==> src/sv/rrta_pkg.sv <==
// ----------------------------------------------------------------------------
// rrta_pkg
// Shared widths, codes and word types of the ring road traffic automaton.
// ----------------------------------------------------------------------------
package rrta_pkg;

  localparam int IDX_FIELD_W = 6;
  localparam int SPEED_W     = 4;
  localparam int CELL_W      = 2 * SPEED_W;
  localparam int TDATA_W     = 16;
  localparam int CFG_IDX_W   = 2;
  localparam int CFG_DATA_W  = 17;
  localparam int LEN_REG_W   = 7;
  localparam int THR_W       = 17;
  localparam int SEED_W      = 16;

  localparam logic [CFG_IDX_W-1:0] CFG_ROAD_LENGTH      = 2'd0;
  localparam logic [CFG_IDX_W-1:0] CFG_DAWDLE_THRESHOLD = 2'd1;
  localparam logic [CFG_IDX_W-1:0] CFG_RANDOM_SEED      = 2'd2;

  localparam logic [LEN_REG_W-1:0] ROAD_LENGTH_RESET = 7'd64;
  localparam logic [THR_W-1:0]     THRESHOLD_RESET   = 17'd0;
  localparam logic [SEED_W-1:0]    LFSR_RESET        = 16'd1;
  localparam logic [SEED_W-1:0]    LFSR_TAPS         = 16'hB400;

  localparam logic MODE_TICK = 1'b1;

  typedef enum logic [2:0] {
    CMD_TICK,
    CMD_WRITE,
    CMD_CLEAR,
    CMD_ECHO,
    CMD_REJECT
  } cmd_kind_t;

  typedef struct packed {
    cmd_kind_t                kind;
    logic [IDX_FIELD_W-1:0]   index;
    logic [SPEED_W-1:0]       speed;
    logic [SPEED_W-1:0]       limit;
  } rrta_cmd_t;

  typedef struct packed {
    logic [LEN_REG_W-1:0] road_length;
    logic [THR_W-1:0]     dawdle_threshold;
    logic                 seed_load;
    logic [SEED_W-1:0]    seed;
  } rrta_cfg_t;

  typedef struct packed {
    logic [IDX_FIELD_W-1:0] index;
    logic                   occupied;
    logic [SPEED_W-1:0]     speed;
    logic                   last;
    logic                   error;
  } rrta_res_t;

endpackage

==> src/sv/rrta_ram.sv <==
// ----------------------------------------------------------------------------
// rrta_ram
// Simple dual-port RAM, one write and one registered read per cycle.
// ----------------------------------------------------------------------------
module rrta_ram #(
  parameter int WIDTH = 8,
  parameter int DEPTH = 64
) (
  input  logic                     clk,
  input  logic                     we,
  input  logic [$clog2(DEPTH)-1:0] waddr,
  input  logic [WIDTH-1:0]         wdata,
  input  logic [$clog2(DEPTH)-1:0] raddr,
  output logic [WIDTH-1:0]         rdata
);

  logic [WIDTH-1:0] mem [DEPTH];

  always_ff @(posedge clk) begin
    if (we) begin
      mem[waddr] <= wdata;
    end
    rdata <= mem[raddr];
  end

endmodule

==> src/sv/rrta_front.sv <==
// ----------------------------------------------------------------------------
// rrta_front
// Input stage: takes words, saturates limits, classifies loads and ticks.
// ----------------------------------------------------------------------------
module rrta_front #(
  parameter int ROAD_CELLS = 64,
  parameter int SPEED_MAX  = 15
) (
  input  logic                           clk,
  input  logic                           rst,
  input  logic                           s_tvalid,
  output logic                           s_tready,
  input  logic [rrta_pkg::TDATA_W-1:0]   s_tdata,
  input  logic                           s_tuser,
  output logic                           q_push,
  output rrta_pkg::rrta_cmd_t            q_data,
  input  logic                           q_full
);

  import rrta_pkg::*;

  logic                   cmd_valid;
  rrta_cmd_t              cmd;
  rrta_cmd_t              cmd_next;
  logic [IDX_FIELD_W-1:0] in_idx;
  logic                   in_occ;
  logic [SPEED_W-1:0]     in_spd;
  logic [SPEED_W-1:0]     in_lim;
  logic [SPEED_W-1:0]     lim_sat;
  logic                   in_range;
  logic                   accept;

  assign in_idx = s_tdata[IDX_FIELD_W-1:0];
  assign in_occ = s_tdata[IDX_FIELD_W];
  assign in_spd = s_tdata[IDX_FIELD_W+SPEED_W:IDX_FIELD_W+1];
  assign in_lim = s_tdata[IDX_FIELD_W+2*SPEED_W:IDX_FIELD_W+SPEED_W+1];

  assign lim_sat  = (in_lim > SPEED_W'(SPEED_MAX)) ? SPEED_W'(SPEED_MAX) : in_lim;
  assign in_range = ({1'b0, in_idx} < (IDX_FIELD_W + 1)'(ROAD_CELLS));

  always_comb begin
    cmd_next.index = in_idx;
    cmd_next.speed = in_spd;
    cmd_next.limit = lim_sat;
    if (s_tuser == MODE_TICK) begin
      cmd_next.kind = CMD_TICK;
    end else if (!in_range) begin
      cmd_next.kind = CMD_ECHO;
    end else if (!in_occ) begin
      cmd_next.kind = CMD_CLEAR;
    end else if (in_spd > lim_sat) begin
      cmd_next.kind = CMD_REJECT;
    end else begin
      cmd_next.kind = CMD_WRITE;
    end
  end

  assign s_tready = !cmd_valid || !q_full;
  assign accept   = s_tvalid && s_tready;
  assign q_push   = cmd_valid && !q_full;
  assign q_data   = cmd;

  always_ff @(posedge clk) begin
    if (rst) begin
      cmd_valid <= 1'b0;
    end else if (accept) begin
      cmd_valid <= 1'b1;
    end else if (q_push) begin
      cmd_valid <= 1'b0;
    end
  end

  always_ff @(posedge clk) begin
    if (accept) begin
      cmd <= cmd_next;
    end
  end

endmodule

==> src/sv/rrta_fifo.sv <==
// ----------------------------------------------------------------------------
// rrta_fifo
// Command queue between the input stage and the road engine.
// ----------------------------------------------------------------------------
module rrta_fifo #(
  parameter int DEPTH = 4
) (
  input  logic                clk,
  input  logic                rst,
  input  logic                push,
  input  rrta_pkg::rrta_cmd_t push_data,
  output logic                full,
  input  logic                pop,
  output rrta_pkg::rrta_cmd_t head,
  output logic                empty
);

  import rrta_pkg::*;

  localparam int PTR_W = $clog2(DEPTH);
  localparam int CNT_W = $clog2(DEPTH + 1);

  rrta_cmd_t        slots [DEPTH];
  logic [PTR_W-1:0] wr_ptr;
  logic [PTR_W-1:0] rd_ptr;
  logic [CNT_W-1:0] count;

  assign full  = (count == CNT_W'(DEPTH));
  assign empty = (count == '0);
  assign head  = slots[rd_ptr];

  always_ff @(posedge clk) begin
    if (rst) begin
      wr_ptr <= '0;
      rd_ptr <= '0;
      count  <= '0;
    end else begin
      if (push) begin
        wr_ptr <= (wr_ptr == PTR_W'(DEPTH - 1)) ? '0 : wr_ptr + PTR_W'(1);
      end
      if (pop) begin
        rd_ptr <= (rd_ptr == PTR_W'(DEPTH - 1)) ? '0 : rd_ptr + PTR_W'(1);
      end
      if (push && !pop) begin
        count <= count + CNT_W'(1);
      end else if (pop && !push) begin
        count <= count - CNT_W'(1);
      end
    end
  end

  always_ff @(posedge clk) begin
    if (push) begin
      slots[wr_ptr] <= push_data;
    end
  end

endmodule

==> src/sv/rrta_back.sv <==
// ----------------------------------------------------------------------------
// rrta_back
// Road engine: executes loads and runs the four-pass update sweep.
// ----------------------------------------------------------------------------
module rrta_back #(
  parameter int ROAD_CELLS = 64
) (
  input  logic                clk,
  input  logic                rst,
  input  rrta_pkg::rrta_cfg_t cfg,
  input  logic                q_empty,
  input  rrta_pkg::rrta_cmd_t q_head,
  output logic                q_pop,
  output logic                out_valid,
  output rrta_pkg::rrta_res_t out_res,
  input  logic                out_ready
);

  import rrta_pkg::*;

  localparam int IDX_W = $clog2(ROAD_CELLS);
  localparam int LEN_W = $clog2(ROAD_CELLS + 1);
  localparam int POS_W = $clog2(2 * ROAD_CELLS + (1 << SPEED_W));

  typedef enum logic [3:0] {
    S_IDLE,
    S_FIND,
    S_GAP_RD,
    S_GAP_EX,
    S_DAW_RD,
    S_DAW_EX,
    S_MOVE,
    S_OUT_RD,
    S_OUT_EX
  } state_t;

  state_t                  state;
  logic [IDX_W-1:0]        idx;
  logic [POS_W-1:0]        nextpos;
  logic [POS_W-1:0]        tgt;
  logic [SPEED_W-1:0]      cur_spd;
  logic [SPEED_W-1:0]      cur_lim;
  logic [SEED_W-1:0]       lfsr;
  logic [ROAD_CELLS-1:0]   valid;
  logic [ROAD_CELLS-1:0]   nvalid;

  logic [LEN_W-1:0]        len;
  logic [IDX_W-1:0]        last_idx;
  logic                    at_last;
  logic                    out_free;

  logic                    cell_we;
  logic [IDX_W-1:0]        cell_waddr;
  logic [CELL_W-1:0]       cell_wdata;
  logic [CELL_W-1:0]       cell_rdata;
  logic                    next_we;
  logic [CELL_W-1:0]       next_rdata;

  logic [SPEED_W-1:0]      rd_spd;
  logic [SPEED_W-1:0]      rd_lim;
  logic [SPEED_W-1:0]      va;
  logic [POS_W-1:0]        gap;
  logic                    lone;
  logic [SPEED_W-1:0]      vn;
  logic [SEED_W-1:0]       lfsr_step;
  logic [SPEED_W-1:0]      vd;
  logic                    tgt_wraps;
  logic [IDX_W-1:0]        ld_addr;

  always_comb begin
    if (cfg.road_length == '0) begin
      len = LEN_W'(1);
    end else if (int'(cfg.road_length) > ROAD_CELLS) begin
      len = LEN_W'(ROAD_CELLS);
    end else begin
      len = cfg.road_length[LEN_W-1:0];
    end
  end

  assign last_idx = IDX_W'(len - LEN_W'(1));
  assign at_last  = (idx == last_idx);
  assign out_free = !out_valid || out_ready;
  assign ld_addr  = q_head.index[IDX_W-1:0];

  assign rd_spd = cell_rdata[CELL_W-1:SPEED_W];
  assign rd_lim = cell_rdata[SPEED_W-1:0];

  // accelerate, then hold back to the free gap unless the car is alone
  assign va   = (rd_spd < rd_lim) ? rd_spd + SPEED_W'(1) : rd_spd;
  assign gap  = nextpos - POS_W'(idx);
  assign lone = (gap == POS_W'(len));
  assign vn   = (!lone && (POS_W'(va) >= gap)) ? SPEED_W'(gap - POS_W'(1)) : va;

  assign lfsr_step = {1'b0, lfsr[SEED_W-1:1]} ^ (lfsr[0] ? LFSR_TAPS : '0);
  assign vd = (({1'b0, lfsr_step} < cfg.dawdle_threshold) && (rd_spd != '0))
              ? rd_spd - SPEED_W'(1) : rd_spd;

  assign tgt_wraps = (tgt >= POS_W'(len));

  assign q_pop = (state == S_IDLE) && !q_empty && ((q_head.kind == CMD_TICK) || out_free);

  always_comb begin
    cell_we    = 1'b0;
    cell_waddr = idx;
    cell_wdata = {rd_spd, rd_lim};
    next_we    = 1'b0;
    unique case (state)
      S_IDLE: begin
        if (q_pop && (q_head.kind == CMD_WRITE)) begin
          cell_we    = 1'b1;
          cell_waddr = ld_addr;
          cell_wdata = {q_head.speed, q_head.limit};
        end
      end
      S_GAP_EX: begin
        if (valid[idx]) begin
          cell_we    = 1'b1;
          cell_wdata = {vn, rd_lim};
        end
      end
      S_MOVE: begin
        next_we = !tgt_wraps;
      end
      S_OUT_EX: begin
        if (out_free) begin
          cell_we    = 1'b1;
          cell_wdata = next_rdata;
        end
      end
      default: begin
      end
    endcase
  end

  rrta_ram #(
    .WIDTH(CELL_W),
    .DEPTH(ROAD_CELLS)
  ) u_cell_ram (
    .clk  (clk),
    .we   (cell_we),
    .waddr(cell_waddr),
    .wdata(cell_wdata),
    .raddr(idx),
    .rdata(cell_rdata)
  );

  rrta_ram #(
    .WIDTH(CELL_W),
    .DEPTH(ROAD_CELLS)
  ) u_next_ram (
    .clk  (clk),
    .we   (next_we),
    .waddr(tgt[IDX_W-1:0]),
    .wdata({cur_spd, cur_lim}),
    .raddr(idx),
    .rdata(next_rdata)
  );

  always_ff @(posedge clk) begin
    if (rst) begin
      state     <= S_IDLE;
      idx       <= '0;
      lfsr      <= LFSR_RESET;
      valid     <= '0;
      nvalid    <= '0;
      out_valid <= 1'b0;
    end else begin
      if (out_valid && out_ready) begin
        out_valid <= 1'b0;
      end
      unique case (state)
        S_IDLE: begin
          if (q_pop) begin
            // a tick may start while the last echo still waits
            if (q_head.kind != CMD_TICK) begin
              out_res.index    <= q_head.index;
              out_res.last     <= 1'b1;
              out_res.occupied <= 1'b0;
              out_res.speed    <= '0;
              out_res.error    <= 1'b0;
            end
            unique case (q_head.kind)
              CMD_TICK: begin
                idx   <= '0;
                state <= S_FIND;
              end
              CMD_WRITE: begin
                valid[ld_addr]   <= 1'b1;
                out_res.occupied <= 1'b1;
                out_res.speed    <= q_head.speed;
                out_valid        <= 1'b1;
              end
              CMD_CLEAR: begin
                valid[ld_addr] <= 1'b0;
                out_valid      <= 1'b1;
              end
              CMD_REJECT: begin
                out_res.error <= 1'b1;
                out_valid     <= 1'b1;
              end
              default: begin
                out_valid <= 1'b1;
              end
            endcase
          end
        end
        S_FIND: begin
          // first car from the start of the road, seen by cars near the end
          if (valid[idx] || at_last) begin
            nextpos <= POS_W'(idx) + POS_W'(len);
            idx     <= last_idx;
            state   <= S_GAP_RD;
          end else begin
            idx <= idx + IDX_W'(1);
          end
        end
        S_GAP_RD: begin
          state <= S_GAP_EX;
        end
        S_GAP_EX: begin
          if (valid[idx]) begin
            nextpos <= POS_W'(idx);
          end
          if (idx == '0) begin
            nvalid <= '0;
            state  <= S_DAW_RD;
          end else begin
            idx   <= idx - IDX_W'(1);
            state <= S_GAP_RD;
          end
        end
        S_DAW_RD: begin
          state <= S_DAW_EX;
        end
        S_DAW_EX: begin
          if (valid[idx]) begin
            lfsr    <= lfsr_step;
            cur_spd <= vd;
            cur_lim <= rd_lim;
            tgt     <= POS_W'(idx) + POS_W'(vd);
            state   <= S_MOVE;
          end else if (at_last) begin
            idx   <= '0;
            state <= S_OUT_RD;
          end else begin
            idx   <= idx + IDX_W'(1);
            state <= S_DAW_RD;
          end
        end
        S_MOVE: begin
          if (tgt_wraps) begin
            tgt <= tgt - POS_W'(len);
          end else begin
            nvalid[tgt[IDX_W-1:0]] <= 1'b1;
            if (at_last) begin
              idx   <= '0;
              state <= S_OUT_RD;
            end else begin
              idx   <= idx + IDX_W'(1);
              state <= S_DAW_RD;
            end
          end
        end
        S_OUT_RD: begin
          state <= S_OUT_EX;
        end
        S_OUT_EX: begin
          if (out_free) begin
            valid[idx]       <= nvalid[idx];
            out_res.index    <= IDX_FIELD_W'(idx);
            out_res.occupied <= nvalid[idx];
            out_res.speed    <= nvalid[idx] ? next_rdata[CELL_W-1:SPEED_W] : '0;
            out_res.last     <= at_last;
            out_res.error    <= 1'b0;
            out_valid        <= 1'b1;
            if (at_last) begin
              state <= S_IDLE;
            end else begin
              idx   <= idx + IDX_W'(1);
              state <= S_OUT_RD;
            end
          end
        end
        default: begin
          state <= S_IDLE;
        end
      endcase
      if (cfg.seed_load) begin
        lfsr <= (cfg.seed == '0) ? LFSR_RESET : cfg.seed;
      end
    end
  end

endmodule

==> src/sv/ring_road_traffic_automaton_core.sv <==
// ----------------------------------------------------------------------------
// ring_road_traffic_automaton_core
// Circular-road traffic cellular automaton with load and tick commands.
// ----------------------------------------------------------------------------
// Input stream s_*: one word per command. s_tuser selects load or tick.
// A load returns one echo word with m_tlast set; it writes its cell when
// in range and not rejected. m_tuser flags a load whose speed exceeds its
// limit. A tick returns one word per cell in use, m_tlast on the final cell.
// Words pass an input register and a command queue before the engine,
// so commands are taken while the engine is busy or the output stalls,
// until the queue is full. A load echo leaves from the engine's output
// register once the engine is idle and the output is free. A tick runs
// four passes over the cell RAM with registered reads: first-car search,
// gap pass, dawdle and move (targets past the end of short roads wrap
// again by the length), copy-back and report, one word per cell.
// A stalled receiver freezes the engine at the next output word; nothing
// is dropped. Reset empties every cell, clears the queue, sets the LFSR
// to one and the road length to its maximum.
// The user must write configuration (cfg_we/cfg_index/cfg_data) only while idle; the block does not enforce it.
// ----------------------------------------------------------------------------
module ring_road_traffic_automaton_core #(
  parameter int ROAD_CELLS  = 64,
  parameter int SPEED_MAX   = 15,
  parameter int QUEUE_DEPTH = 4
) (
  input  logic                             clk,
  input  logic                             rst,
  input  logic                             s_tvalid,
  output logic                             s_tready,
  // cell_index[5:0], occupied[6], car_speed[10:7], car_limit[14:11]
  input  logic [rrta_pkg::TDATA_W-1:0]     s_tdata,
  // mode
  input  logic                             s_tuser,
  output logic                             m_tvalid,
  input  logic                             m_tready,
  // out_index[5:0], out_occupied[6], out_speed[10:7]
  output logic [rrta_pkg::TDATA_W-1:0]     m_tdata,
  output logic                             m_tlast,
  // error_code
  output logic                             m_tuser,
  input  logic                             cfg_we,
  input  logic [rrta_pkg::CFG_IDX_W-1:0]   cfg_index,
  input  logic [rrta_pkg::CFG_DATA_W-1:0]  cfg_data
);

  import rrta_pkg::*;

  logic [LEN_REG_W-1:0] road_length;
  logic [THR_W-1:0]     dawdle_threshold;
  rrta_cfg_t            cfg;
  logic                 q_push;
  rrta_cmd_t            q_data;
  logic                 q_full;
  logic                 q_pop;
  rrta_cmd_t            q_head;
  logic                 q_empty;
  rrta_res_t            res;

  always_ff @(posedge clk) begin
    if (rst) begin
      road_length      <= ROAD_LENGTH_RESET;
      dawdle_threshold <= THRESHOLD_RESET;
    end else if (cfg_we) begin
      if (cfg_index == CFG_ROAD_LENGTH) begin
        road_length <= cfg_data[LEN_REG_W-1:0];
      end
      if (cfg_index == CFG_DAWDLE_THRESHOLD) begin
        dawdle_threshold <= cfg_data[THR_W-1:0];
      end
    end
  end

  assign cfg.road_length      = road_length;
  assign cfg.dawdle_threshold = dawdle_threshold;
  assign cfg.seed_load        = cfg_we && (cfg_index == CFG_RANDOM_SEED);
  assign cfg.seed             = cfg_data[SEED_W-1:0];

  rrta_front #(
    .ROAD_CELLS(ROAD_CELLS),
    .SPEED_MAX (SPEED_MAX)
  ) u_front (
    .clk     (clk),
    .rst     (rst),
    .s_tvalid(s_tvalid),
    .s_tready(s_tready),
    .s_tdata (s_tdata),
    .s_tuser (s_tuser),
    .q_push  (q_push),
    .q_data  (q_data),
    .q_full  (q_full)
  );

  rrta_fifo #(
    .DEPTH(QUEUE_DEPTH)
  ) u_fifo (
    .clk      (clk),
    .rst      (rst),
    .push     (q_push),
    .push_data(q_data),
    .full     (q_full),
    .pop      (q_pop),
    .head     (q_head),
    .empty    (q_empty)
  );

  rrta_back #(
    .ROAD_CELLS(ROAD_CELLS)
  ) u_back (
    .clk      (clk),
    .rst      (rst),
    .cfg      (cfg),
    .q_empty  (q_empty),
    .q_head   (q_head),
    .q_pop    (q_pop),
    .out_valid(m_tvalid),
    .out_res  (res),
    .out_ready(m_tready)
  );

  assign m_tdata = {(TDATA_W - IDX_FIELD_W - 1 - SPEED_W)'(0), res.speed, res.occupied,
                    res.index};
  assign m_tlast = res.last;
  assign m_tuser = res.error;

  a_err_is_last: assert property (@(posedge clk) disable iff (rst)
    m_tvalid && m_tuser |-> m_tlast && !m_tdata[IDX_FIELD_W])
    else $error("error word must be a final, empty echo");

  a_empty_no_speed: assert property (@(posedge clk) disable iff (rst)
    m_tvalid && !m_tdata[IDX_FIELD_W] |-> m_tdata[IDX_FIELD_W+SPEED_W:IDX_FIELD_W+1] == '0)
    else $error("empty cell reported with nonzero speed");

  a_reset_quiet: assert property (@(posedge clk)
    rst |=> !m_tvalid)
    else $error("output word valid right after reset");

  a_pop_not_empty: assert property (@(posedge clk) disable iff (rst)
    q_pop |-> !q_empty && (!m_tvalid || m_tready || q_head.kind == CMD_TICK))
    else $error("command taken from empty queue or into a full output");

endmodule
==> config.mk <==
export PLATFORM = sky130hd
export DESIGN_NAME = ring_road_traffic_automaton_core
export DESIGN_NICKNAME = d
export VERILOG_FILES = /design/src/sv/rrta_pkg.sv /design/src/sv/rrta_ram.sv /design/src/sv/rrta_front.sv /design/src/sv/rrta_fifo.sv /design/src/sv/rrta_back.sv /design/src/sv/ring_road_traffic_automaton_core.sv
export SDC_FILE = /design/constraint.sdc
export NUM_CORES = 2
export LEC_CHECK = 0
export ABC_AREA = 1
export BUFFER_PORTS_ARGS = -buffer_cell sky130_fd_sc_hd__buf_4
export CAP_MARGIN = 10
export CORE_MARGIN = 1.5
export CORE_UTILIZATION = 50
export DETAILED_ROUTE_END_ITERATION = 10
export PLACE_DENSITY = 0.65
export SLEW_MARGIN = 5
export SYNTH_ARGS = -nofsm -noshare
export SYNTH_HDL_FRONTEND = slang
export SYNTH_SLANG_ARGS = --single-unit
==> constraint.sdc <==
create_clock -name clk -period 5.3 [get_ports clk]
set_input_delay 0.53 -clock clk [delete_from_list [all_inputs] [get_ports clk]]
set_output_delay 0.53 -clock clk [all_outputs]
set_load 0.005 [all_outputs]
==> results by group <==
Layout
  – Fill cells: 9353
  – Most frequent cells in the layout: edfxtp_1, nand2_1, nor2_1
  – Most common cell after layout, fill and taps aside: edfxtp_1
  – Share of layout cells above drive strength 1: 10.7%
  – Area of the multi-input gates: 16100 µm²
  – Finished Core Util: 57.4%
  – Growth of design area from synthesis to finish: 13.4%
  – Nets@finish: 5372
  – Sequential cell area: approximately 39000 µm²
  – Layout Cells excl Fill: ~6900
  – Antenna cells: 0

Synthesis
  – Mean Syn Cell Area: 11.2 µm²
  – Sequential area share after synthesis: around two thirds
  – FFs w/ async S/R, synth: 0%
  – Number of warnings issued by yosys: 0
  – Mapped cell area: 57200 µm²
  – Synth cell types: a little over 60
  – Number of synthesized flops with an enable pin: between 1000 and 1500
  – Cells after Synth: between 5000 and 6000
  – Post-synth top flop: edfxtp_1
  – Flops & latches, synth: ~1400

Routing
  – Drt wl/cell: 23.3 µm
  – DRC marker count from the first detailed-route iteration: approximately 4500
  – # DRC: 0
  – Number of vias per cell: 5.89
  – WL final: about 160000 µm
  – Total number of vias: 40500
  – Final ANT Viol Nets: 0
  – DR pass1 iterations: 7

Power and ir drop
  – Total Power: 25.3 mW
  – Lkg Pwr: 22.3 nW
  – Clock Power Share: just under 40%
  – Sw frac: 26.5%
  – P per Cell Area: 390 nW/µm²
  – Part of the power in combinational logic: between 10% and 20%
  – Switching pwr: 6.71 mW
  – Peak VDD IR: 0.370 mV
  – Internal power consumption: 18.6 mW
  – Seq pwr share: 49.0%

Timing
  – Clock Skew: 0.0261 ns
  – Unrepaired setup endpoints after global routing: false
  – Tcrit/Tclk final: ~86%
  – Slew Limit Fails: 0
  – Slew at the pin with the worst max-slew slack: 1.24 ns
  – Hold Vio Cnt, Final: 0
  – Max-slew headroom: 17.0%
  – Min cycle time layout: between 4 and 5 ns
  – FMAX: 0.220 GHz
  – Setup TNS Final: 0 ns
  – Final WS setup: 0.756 ns
  – Final setup fails: 0

Critical path
  – Cells along the critical path: inv_1 -> nand2_1 -> nand2_1 -> ha_1 -> fa_1 -> o21ai_0 -> a21oi_1 -> o21ai_0 -> nand2_1 -> nand4_1 -> buf_4 -> nor3_1 -> buf_4
  – CP max stage cell: nand4_1
  – CP Launch Point: road_length[6]$_SDFFE_PP1P_
  – Crit path kind: reg -> reg
  – Reg2Reg Launch Point: road_length[6]$_SDFFE_PP1P_
  – CP startpoint kind: flop
  – Most used cell, CP: nand2_1
  – Max stage delay on crit path: 0.69 ns
  – Setup crit end kind: flop
  – Required time of the critical path: 5.77 ns
  – WP data arrival: 5.02 ns
  – Worst-path fanout max: 32

Place
  – Buffers on Ports: 54
  – # placed instances: 6606
  – Gpl congestion: roughly 0.89
  – Dpl hpwl: 95800 µm
  – Post-Place Worst Slack: 0.934 ns

Clock tree
  – Clock Tree Root: clkbuf_16
  – Clock transition at path regs: ~0.060 ns
  – Total CTS buffers: 141
  – Post-CTS setup buffer count: 0
  – CTS Sinks: 1351
  – Clock buffer depth: 3
  – Worst-skew pair later-pin latency: 0.77 ns
  – TritonCTS clock tree: yes
  – H-tree depth: 4

Die
  – # IOs: 61
  – Initial Utilization: 50.6%
  – Die footprint: 116000 µm²
  – Width of the die: about 340 µm
  – Core Area: 113000 µm²
  – Die Y: 341 µm
  – FP Rows: 123

Worst hold path
  – Hold_sp: s_tvalid
  – Hold Path Class: in -> reg

Global route
  – Total global-route track usage: around 27%
  – Vias in the first global route: 38000
  – Global-route wire length before repair: 239000 µm
  – Initial antenna violation count: 5
  – Grt ovf: 0
  – Largest net degree at the start of global routing: 107

Run
  – Max_cap viols: 0

Status
  – Status: finished clean
## worst max-delay path, delay by kind of cell (launching register included)
kind | cells | cell delay, ns
adders and majority gates | 2 | 0.48
buffers and inverters | 3 | 1.10
and+or+nand+nor | 5 | 1.82
AOI/OAI and AO/OA | 3 | 0.44
DFF | 1 | 0.39
## power groups by stage
stage	Sequential [mW]	Clock, mW	Combinational (mW)
2_1_floorplan	12.6	0	1.82
3_3_place_gp	12.6	0	2.99
3_5_place_dp	12.6	0	3.05
4_1_cts	12.4	9.90	3.07
5_1_grt	12.4	10.3	3.37
6_report	12.4	9.79	3.12
## layer usage
metal | routed length, µm | vias to the layer above | global-route usage [%]
li1 | - | 18500 | -
met4 | 4890 | 2 | 9.06
met1 | 66900 | 19800 | 38.6
met5 | 13 | - | 0
met3 | 14700 | 291 | 4.63
met2 | 73900 | 1890 | 43.3
## metrics by stage
stage	area (µm²)	hold slack [ns]
after global placement	60100	0.426
after floorplan	57200	0.408
after global routing	64800	0.0432
after detailed placement	60100	0.421
final	64800	0.0530
after CTS	64800	0.0240
## state kept, by name (all words and copies together), names as in the netlist, named ones only
signal,flops
dawdle_threshold,17
road_length,7
u_back.cur_lim,4
u_back.cur_spd,4
u_back.idx,6
u_back.lfsr,16
u_back.nextpos,8
u_back.nvalid,64
u_back.out_res,13
u_back.out_valid,1
u_back.state,4
u_back.tgt,8
u_back.u_cell_ram.mem,512
u_back.u_cell_ram.rdata,8
u_back.u_next_ram.mem,512
u_back.u_next_ram.rdata,8
u_fifo.count,3
u_fifo.rd_ptr,2
u_fifo.slots,68
u_fifo.wr_ptr,2
u_front.cmd_valid,1
u_front.q_data,17
## synthesized netlist by cell type, types with 23 or more instances
cell type,number,area share [%]
a211oi_1,47,0.62
a21oi_1,177,1.5
a221oi_1,111,1.7
a22o_1,55,0.84
a22oi_1,159,2.1
buf_1,23,0.15
buf_2,77,0.67
clkbuf_1,116,0.76
dfxtp_1,205,7.2
edfxtp_1,1146,60
ha_1,62,1.4
inv_1,346,2.3
inv_2,30,0.20
nand2_1,1135,7.5
nand3_1,161,1.4
nand4_1,142,1.6
nor2_1,573,3.8
nor3_1,103,0.90
o21ai_0,177,1.5
o22ai_1,31,0.34
## layout make-up
class                   count  area share [%]
inverters                 383            2.25
clock inverters            71            1.03
repair buffers            279            3.55
well taps                1500            2.90
clock buffers             183            6.06
flip-flops and latches   1351            59.4
multi-input cells        3108            24.8
## kinds of logic (layout without fill, tap and decap cells)
logic type	after synthesis	count (layout)	synth area share, %
compound gates	853	853	10.2
xor+xnor	23	23	0.352
fa+ha+maj	67	67	1.53
buf+inv	631	916	4.60
flops	1351	1351	67.4
other cells	1	5	0.00656
simple gates	2160	2160	15.9
## path summary, 6_finish.rpt
check        slack (ns)                                endpoint  cells past startpoint
max                0.76  u_back.u_next_ram.mem[39][4]$_DFFE_PP_                     13
max reg2reg        0.76  u_back.u_next_ram.mem[39][4]$_DFFE_PP_                     13
min                0.05          u_front.cmd_valid$_SDFFE_PP0P_                      3
min reg2reg        0.43             u_back.cur_lim[2]$_DFFE_PP_                      0
## timing repair
item	4_1_cts	5_1_grt
gates resized for setup	0	0
hold endpoints to repair	14	0
hold buffers	14	0
endpoints found under the setup margin	0	0
Power figures use the tool's default switching activity.
